==> config.mk <==
export PLATFORM = sky130hd
export DESIGN_NAME = uart_16550_register_model_unit_flat
export DESIGN_NICKNAME = d
export VERILOG_FILES = /design/src/rtl/u16rm_pkg.sv /design/src/rtl/u16rm_if.sv /design/src/rtl/u16rm_core.sv /design/src/rtl/uart_16550_register_model_unit.sv /design/src/flat_wrapper.sv
export SDC_FILE = /design/constraint.sdc
export NUM_CORES = 1
export LEC_CHECK = 0
export BUFFER_PORTS_ARGS = -buffer_cell sky130_fd_sc_hd__buf_2
export CORE_MARGIN = 2
export CORE_UTILIZATION = 30
export CTS_CLUSTER_SIZE = 16
export DETAILED_ROUTE_END_ITERATION = 8
export PLACE_DENSITY = 0.46
export SLEW_MARGIN = 20
export SYNTH_ARGS = -nofsm -noshare
export SYNTH_HDL_FRONTEND = slang
export SYNTH_SLANG_ARGS = --single-unit
==> constraint.sdc <==
create_clock -name clk_i -period 3.3 [get_ports clk_i]
set_clock_uncertainty 0.05 [all_clocks]
set_input_delay 0.33 -clock clk_i [delete_from_list [all_inputs] [get_ports clk_i]]
set_output_delay 0.33 -clock clk_i [all_outputs]
set_load 0.01 [all_outputs]
==> src/rtl/u16rm_pkg.sv <==
// ----------------------------------------------------------------------------
// u16rm_pkg
// Shared types and constants of the 16550-style UART register model.
// ----------------------------------------------------------------------------
package u16rm_pkg;

  // Size of the decoded address window in bytes (32 .. 256).
  localparam int unsigned WindowBytes = 256;

  // Register indexes of the 16550 map; index 6 does not exist.
  localparam logic [2:0] RegRbr = 3'd0;  // RBR / THR / DLL
  localparam logic [2:0] RegIer = 3'd1;  // IER / DLM
  localparam logic [2:0] RegIir = 3'd2;  // IIR / FCR
  localparam logic [2:0] RegLcr = 3'd3;
  localparam logic [2:0] RegMcr = 3'd4;
  localparam logic [2:0] RegLsr = 3'd5;
  localparam logic [2:0] RegGap = 3'd6;
  localparam logic [2:0] RegScr = 3'd7;

  // Offsets of the word-stride layout.
  localparam logic [7:0] OffWordRbr = 8'h00;
  localparam logic [7:0] OffWordIer = 8'h04;
  localparam logic [7:0] OffWordIir = 8'h08;
  localparam logic [7:0] OffWordLcr = 8'h0C;
  localparam logic [7:0] OffWordMcr = 8'h10;
  localparam logic [7:0] OffWordLsr = 8'h14;
  localparam logic [7:0] OffWordScr = 8'h1C;

  localparam int unsigned LcrDlabBit = 7;
  localparam logic [7:0]  IirValue   = 8'h01;
  localparam logic [7:0]  LsrBase    = 8'h60;

  localparam logic AccRead  = 1'b0;
  localparam logic AccWrite = 1'b1;

  typedef enum logic [1:0] {
    StrideNone = 2'd0,
    StrideByte = 2'd1,
    StrideWord = 2'd2
  } stride_e;

  typedef struct packed {
    logic        action;
    logic [7:0]  offset;
    logic [31:0] write_data;
    logic        rx_avail;
    logic [7:0]  rx_data;
  } req_t;

  typedef struct packed {
    logic [7:0] read_data;
    logic       tx_valid;
    logic [7:0] tx_data;
    logic       irq_level;
    logic       rx_taken;
  } rsp_t;

endpackage

==> src/rtl/u16rm_if.sv <==
// ----------------------------------------------------------------------------
// u16rm_req_if / u16rm_rsp_if
// Valid/ready channels carrying bus accesses and their results.
// ----------------------------------------------------------------------------
interface u16rm_req_if;
  import u16rm_pkg::*;

  logic valid;
  logic ready;
  req_t payload;

  modport source (output valid, output payload, input ready);
  modport sink   (input valid, input payload, output ready);
endinterface

interface u16rm_rsp_if;
  import u16rm_pkg::*;

  logic valid;
  logic ready;
  rsp_t payload;

  modport source (output valid, output payload, input ready);
  modport sink   (input valid, input payload, output ready);
endinterface

==> src/rtl/u16rm_core.sv <==
// ----------------------------------------------------------------------------
// u16rm_core
// Architectural register state, offset decode and access side effects.
// ----------------------------------------------------------------------------
module u16rm_core (
  input  logic            clk_i,
  input  logic            rst_ni,
  input  logic            fire_i,
  input  u16rm_pkg::req_t req_i,
  output u16rm_pkg::rsp_t rsp_o
);
  import u16rm_pkg::*;

  stride_e     stride_q, stride_d, stride_eff;
  logic [7:0]  lcr_q, lcr_d;
  logic [3:0]  ier_q, ier_d;
  logic [7:0]  dll_q, dll_d;
  logic [7:0]  dlm_q, dlm_d;
  logic [4:0]  mcr_q, mcr_d;
  logic [7:0]  scr_q, scr_d;
  logic        rx_ready_q, rx_ready_d;
  logic [7:0]  rx_hold_q, rx_hold_d;

  logic       in_win;
  logic       word_only;
  logic [2:0] reg_sel;
  logic       reg_ok;
  logic       dlab;
  logic       offer;

  // Stride and register select
  always_comb begin
    in_win    = ({1'b0, req_i.offset} < 9'(WindowBytes));
    word_only = (req_i.offset == OffWordIir) || (req_i.offset == OffWordLcr) ||
                (req_i.offset == OffWordMcr) || (req_i.offset == OffWordLsr) ||
                (req_i.offset == OffWordScr);
    unique case (stride_q)
      StrideByte: stride_eff = StrideByte;
      StrideWord: stride_eff = StrideWord;
      default:    stride_eff = word_only ? StrideWord : StrideByte;
    endcase

    reg_sel = req_i.offset[2:0];
    reg_ok  = 1'b1;
    if (stride_eff == StrideWord) begin
      unique case (req_i.offset)
        OffWordRbr: reg_sel = RegRbr;
        OffWordIer: reg_sel = RegIer;
        OffWordIir: reg_sel = RegIir;
        OffWordLcr: reg_sel = RegLcr;
        OffWordMcr: reg_sel = RegMcr;
        OffWordLsr: reg_sel = RegLsr;
        OffWordScr: reg_sel = RegScr;
        default: begin
          reg_sel = RegGap;
          reg_ok  = 1'b0;
        end
      endcase
    end else begin
      reg_ok = (reg_sel != RegGap);
    end
  end

  // Access effects
  always_comb begin
    stride_d   = stride_q;
    lcr_d      = lcr_q;
    ier_d      = ier_q;
    dll_d      = dll_q;
    dlm_d      = dlm_q;
    mcr_d      = mcr_q;
    scr_d      = scr_q;
    rx_ready_d = rx_ready_q;
    rx_hold_d  = rx_hold_q;
    rsp_o      = '0;
    dlab       = lcr_q[LcrDlabBit];
    offer      = !rx_ready_q && req_i.rx_avail;

    if (in_win) begin
      stride_d = stride_eff;
      if (reg_ok) begin
        if (req_i.action == AccRead) begin
          unique case (reg_sel)
            RegRbr: begin
              if (dlab) begin
                rsp_o.read_data = dll_q;
              end else if (offer) begin
                // latched and consumed by the same read
                rsp_o.rx_taken  = 1'b1;
                rsp_o.read_data = req_i.rx_data;
                rx_hold_d       = req_i.rx_data;
              end else if (rx_ready_q) begin
                rsp_o.read_data = rx_hold_q;
                rx_ready_d      = 1'b0;
              end
            end
            RegIer: rsp_o.read_data = dlab ? dlm_q : {4'b0, ier_q};
            RegIir: rsp_o.read_data = IirValue;
            RegLcr: rsp_o.read_data = lcr_q;
            RegMcr: rsp_o.read_data = {3'b0, mcr_q};
            RegLsr: begin
              if (offer) begin
                rsp_o.rx_taken = 1'b1;
                rx_ready_d     = 1'b1;
                rx_hold_d      = req_i.rx_data;
              end
              rsp_o.read_data = LsrBase | {7'b0, rx_ready_q | offer};
            end
            RegScr: rsp_o.read_data = scr_q;
            default: rsp_o.read_data = '0;
          endcase
        end else begin
          unique case (reg_sel)
            RegRbr: begin
              if (dlab) begin
                dll_d = req_i.write_data[7:0];
              end else begin
                rsp_o.tx_valid = 1'b1;
                rsp_o.tx_data  = req_i.write_data[7:0];
              end
            end
            RegIer: begin
              if (dlab) dlm_d = req_i.write_data[7:0];
              else      ier_d = req_i.write_data[3:0];
            end
            RegLcr: lcr_d = req_i.write_data[7:0];
            RegMcr: mcr_d = req_i.write_data[4:0];
            RegScr: scr_d = req_i.write_data[7:0];
            default: ;
          endcase
        end
      end
    end

    rsp_o.irq_level = rx_ready_d & ier_d[0];
  end

  always_ff @(posedge clk_i or negedge rst_ni) begin
    if (!rst_ni) begin
      stride_q   <= StrideNone;
      lcr_q      <= '0;
      ier_q      <= '0;
      dll_q      <= '0;
      dlm_q      <= '0;
      mcr_q      <= '0;
      scr_q      <= '0;
      rx_ready_q <= 1'b0;
      rx_hold_q  <= '0;
    end else if (fire_i) begin
      stride_q   <= stride_d;
      lcr_q      <= lcr_d;
      ier_q      <= ier_d;
      dll_q      <= dll_d;
      dlm_q      <= dlm_d;
      mcr_q      <= mcr_d;
      scr_q      <= scr_d;
      rx_ready_q <= rx_ready_d;
      rx_hold_q  <= rx_hold_d;
    end
  end

endmodule

==> src/rtl/uart_16550_register_model_unit.sv <==
// ----------------------------------------------------------------------------
// uart_16550_register_model_unit
// Register model of a 16550-style UART behind valid/ready channels.
// ----------------------------------------------------------------------------
// Usage:
//   req_i carries one bus access per beat (read/write, offset, write data and
//   the receive byte currently offered by the line side). rsp_o returns one
//   beat per access: read data, transmit byte, interrupt level and whether
//   the offered receive byte was taken.
//   A request beat passes through the request register and then the response
//   register. Throughput is one access per cycle while rsp_o is not stalled,
//   set by the single decode/update pass between them.
//   When rsp_o is stalled the response register holds; the request register
//   still accepts one more access, after which req_i.ready drops until the
//   response side drains.
//   Reset clears all UART registers, the held receive byte and the stride
//   lock; both pipeline registers come up empty.
// ----------------------------------------------------------------------------
module uart_16550_register_model_unit (
  input  logic               clk_i,
  input  logic               rst_ni,
  u16rm_req_if.sink          req_i,
  u16rm_rsp_if.source        rsp_o
);
  import u16rm_pkg::*;

  logic s1_valid_q;
  req_t s1_q;
  logic out_valid_q;
  rsp_t out_q;
  rsp_t core_rsp;
  logic fire;

  assign fire        = s1_valid_q && (!out_valid_q || rsp_o.ready);
  assign req_i.ready = !s1_valid_q || fire;

  u16rm_core u_core (
    .clk_i  (clk_i),
    .rst_ni (rst_ni),
    .fire_i (fire),
    .req_i  (s1_q),
    .rsp_o  (core_rsp)
  );

  always_ff @(posedge clk_i or negedge rst_ni) begin
    if (!rst_ni) begin
      s1_valid_q  <= 1'b0;
      out_valid_q <= 1'b0;
    end else begin
      if (req_i.ready) s1_valid_q <= req_i.valid;
      if (fire) begin
        out_valid_q <= 1'b1;
      end else if (rsp_o.ready) begin
        out_valid_q <= 1'b0;
      end
    end
  end

  always_ff @(posedge clk_i) begin
    if (req_i.valid && req_i.ready) s1_q <= req_i.payload;
    if (fire) out_q <= core_rsp;
  end

  assign rsp_o.valid   = out_valid_q;
  assign rsp_o.payload = out_q;

endmodule

==> src/flat_wrapper.sv <==
// flat-port wrapper written by rule: the top's interface ports become plain ports
module uart_16550_register_model_unit_flat import u16rm_pkg::*;
  (clk_i, rst_ni, req_i_valid, req_i_payload, req_i_ready, rsp_o_valid, rsp_o_payload, rsp_o_ready);
  u16rm_req_if req_i_i ();
  u16rm_rsp_if rsp_o_i ();
  input  logic clk_i;
  input  logic rst_ni;
  input wire logic [$bits(req_i_i.valid)-1:0] req_i_valid;
  input wire logic [$bits(req_i_i.payload)-1:0] req_i_payload;
  output wire logic [$bits(req_i_i.ready)-1:0] req_i_ready;
  output wire logic [$bits(rsp_o_i.valid)-1:0] rsp_o_valid;
  output wire logic [$bits(rsp_o_i.payload)-1:0] rsp_o_payload;
  input wire logic [$bits(rsp_o_i.ready)-1:0] rsp_o_ready;
  assign req_i_i.valid = req_i_valid;
  assign req_i_i.payload = req_i_payload;
  assign req_i_ready = req_i_i.ready;
  assign rsp_o_valid = rsp_o_i.valid;
  assign rsp_o_payload = rsp_o_i.payload;
  assign rsp_o_i.ready = rsp_o_ready;
  uart_16550_register_model_unit u_core (.clk_i(clk_i), .rst_ni(rst_ni), .req_i(req_i_i), .rsp_o(rsp_o_i));
endmodule
==> impl_metrics.py <==
metrics = {
    "status": {
        "status": "completed",
    },
    "timing": {
        "slew_violations": 0,
        "relSlewSlack_pct": 31.3,
        "hold_viol": 0,
        "fmax_mhz": 336,
        "fin_hold_ws_ns": 0.0994,
        "tightest_slew_ns": 1.03,
        "setup_viol_count_final": 0,
        "min_period_ns": 2.97,
        "grt_setup_unrepaired": "no",
        "finalCritPeriodShare_pct": 90.1,
        "tns_ns": 0,
    },
    "critical_path": {
        "cp.depth": 8,
        "critPathLaunchType": "register",
        "endpoint_kind": "register",
        "path_cells": "inv_1, ha_1, o21ai_0, o21ba_2, or3_1, a22oi_4, nor3b_4, mux2_2",
        "path_class": "register to register",
        "cp.required_ns": 3.48,
        "path_buf_inv": 1,
        "crit_family": "simple AND/OR/NAND/NOR gates",
        "ff2ff_path_depth": 8,
        "cp_slowest_stage_delay_ns": 0.57,
        "worstPathArrival_ns": 3.16,
        "crit_fanout": 8,
        "slowest_stage": "or3_1",
    },
    "routing": {
        "via_count": 3006,
        "drt-total-wl_microns": 11000,
        "drc": 0,
        "initialDrtViolationCount": 137,
        "vias_per_cell": 5.14,
        "ant_nets": 0,
        "routedWlPerCell_microns": 18.8,
        "firstDrtPassIters": 4,
    },
    "finish": {
        "instances_no_fill": 585,
        "syn2layout_area_growth_pct": 19.4,
        "finalNetCount": 452,
        "diodes": 0,
        "finish.utilization_pct": 36.9,
        "drive_gt1_share_pct": 38.7,
    },
    "clocking": {
        "htree_num_levels": 3,
        "cts_root_buf": "clkbuf_16",
        "path_clk_slew_ns": 0.07,
        "cts_buffer_depth": 2,
        "post_cts_buffers": 0,
        "clkSinkCount": 99,
        "cts_tree": "built",
        "cts_buffers": 9,
        "clkLatencyLatePin_ns": 0.35,
    },
    "power_and_ir_drop": {
        "power_density_mw_per_mm2": 609,
        "power_mw": 3.28,
        "leakage_nw": 2.24,
        "peakVddDrop_mv": 0.289,
    },
    "synthesis": {
        "synth_top_area_share_pct": 30.0,
        "async_flop_share_pct": 54.5,
        "yosys_most_used_dff": "dfrtp_1",
        "synthMostInstantiatedCell": "dfrtp_1",
        "yosysTopAreaCell": "dfrtp_1",
        "synth_common_cells": "dfrtp_1, mux2_2, edfxtp_1",
        "synth-seq-area-share_pct": 60.0,
        "syn_area_per_cell_sq_um": 13.8,
        "yosys_warnings": 0,
        "synth_area_leaders": "dfrtp_1, edfxtp_1, mux2_2",
        "synthCells": 326,
        "synth_cell_type_count": 58,
        "ys_seq_elements": 99,
        "syn_area_sq_mm": 0.00450,
        "synth.net_count": 382,
        "synth_edf_count": 45,
    },
    "global_route": {
        "grt_max_degree": 29,
        "antenna_found_initial": 0,
        "overflow": 0,
        "grt_pass1_vias": 3211,
        "track_usage_pct": 14.8,
        "grt_pass1_wl_microns": 17800,
    },
    "placed_design": {
        "dp_hpwl_microns": 7520,
        "dp.cells": 568,
        "port_buffers": 50,
        "gp_congestion": 0.823,
    },
    "die": {
        "chipHeight_microns": 127,
        "ios": 75,
        "fp.dieW_microns": 127,
        "die-area_sq_mm": 0.0160,
        "core.rowCount": 44,
        "design.core.area_sq_mm": 0.0146,
        "start_util_pct": 30.9,
    },
    "job": {
        "maxCapViolCount": 0,
    },
    "worst_hold_path": {
        "hold_class": "input port to register",
        "whs_path_depth": 1,
    },
}
sequential cells by signal, summed over array words and instances (netlist names), 2 cells and up:
signal / flops
u_core.s1_q: 26
u_core.rsp_o.payload: 19
u_core.u_core.dll_q: 8
u_core.u_core.dlm_q: 8
u_core.u_core.lcr_q: 8
u_core.u_core.rx_hold_q: 8
u_core.u_core.scr_q: 8
u_core.u_core.mcr_q: 5
u_core.u_core.ier_q: 4
u_core.u_core.stride_q: 2
cell families (layout without fill, tap and decap cells):
| group | count (synthesis) | count (layout) | synth area share (%) |
|---|---|---|---|
| buffers and inverters | 19 | 94 | 1.86 |
| DFF | 99 | 99 | 60.0 |
| adders and majority gates | 2 | 2 | 0.555 |
| AOI/OAI and AO/OA | 72 | 72 | 12.4 |
| and+or+nand+nor | 78 | 78 | 11.4 |
| muxes | 56 | 56 | 13.8 |
layout make-up:
class / instances / area (sq um)
clock inverters: 6 / 56.3
fillers: 1395 / 9210
clock buffers: 10 / 229
flip-flops and latches: 99 / 2700
well taps: 184 / 230
multi-input cells: 208 / 1720
inverters: 5 / 18.8
repair buffers: 73 / 425
path summary, 6_finish.rpt:
kind                                                start                endpoint  slack [ns]
min in group asynchronous                          rst_ni  u_core.u_core.lcr_q[4]        0.49
worst min register to register          u_core.s1_valid_q      u_core.rsp_o.valid        0.45
worst max-delay path            u_core.u_core.stride_q[0]  u_core.u_core.ier_q[3]        0.33
worst max register to register  u_core.u_core.stride_q[0]  u_core.u_core.ier_q[3]        0.33
max in group asynchronous                          rst_ni  u_core.u_core.dlm_q[3]        1.87
worst min-delay path                    req_i_payload[41]         u_core.s1_q[41]         0.1
where the power goes:
part / internal [mW] / leakage [nW] / total (mW) / switching [mW]
sequential: 1.52 / 1.14 / 1.68 / 0.158
clock: 0.581 / 0.141 / 1.03 / 0.452
combinational: 0.286 / 0.964 / 0.564 / 0.278
total: 2.39 / 2.24 / 3.28 / 0.887
per-layer routing:
layer	global-route usage [%]	up-vias	wire (microns)
met3	3.21	16	329
met5	0	-	0
met1	19.3	1534	4980
met2	24.2	52	5480
li1	-	1404	-
met4	5.56	0	214
placed cells by master, fill, tap and decap left out, drive strengths merged, types with 4 or more instances in the layout:
cell type and count:
a22oi 9, clkbuf 10, nand3 6, edfxtp 45, nand2b 5, nor2 6
dfrtp 54, buf 72, or3 5, mux2 50, nor3 10, a21oi 7
o21ai 17, and3 8, clkinv 5, mux2i 6, a31oi 6, a211oi 7
nand2 11, nor3b 4, and2 9, inv 5
worst register-to-register path, cell delays in order (launching register included):
cell and delay, ns:
dfrtp_1 0.37, inv_1 0.05, ha_1 0.33, o21ai_0 0.15, o21ba_2 0.27, or3_1 0.57
a22oi_4 0.29, nor3b_4 0.39, mux2_2 0.38
through the flow:
step                instance area, sq um  worst slack, ns
finish                              5380            0.326
detailed placement                  5080            0.314
CTS                                 5380            0.311
floorplan                           4500            0.498
global route                        5380            0.121
global placement                    5080            0.326
timing repair:
| item | 4_1_cts | 5_1_grt |
|---|---|---|
| setup endpoints to repair | 0 | 0 |
| gates resized for setup | 0 | 0 |
| hold buffers | 1 | 0 |
| hold endpoints to repair | 26 | 0 |
Note: power is estimated with default switching activity, not from simulation.
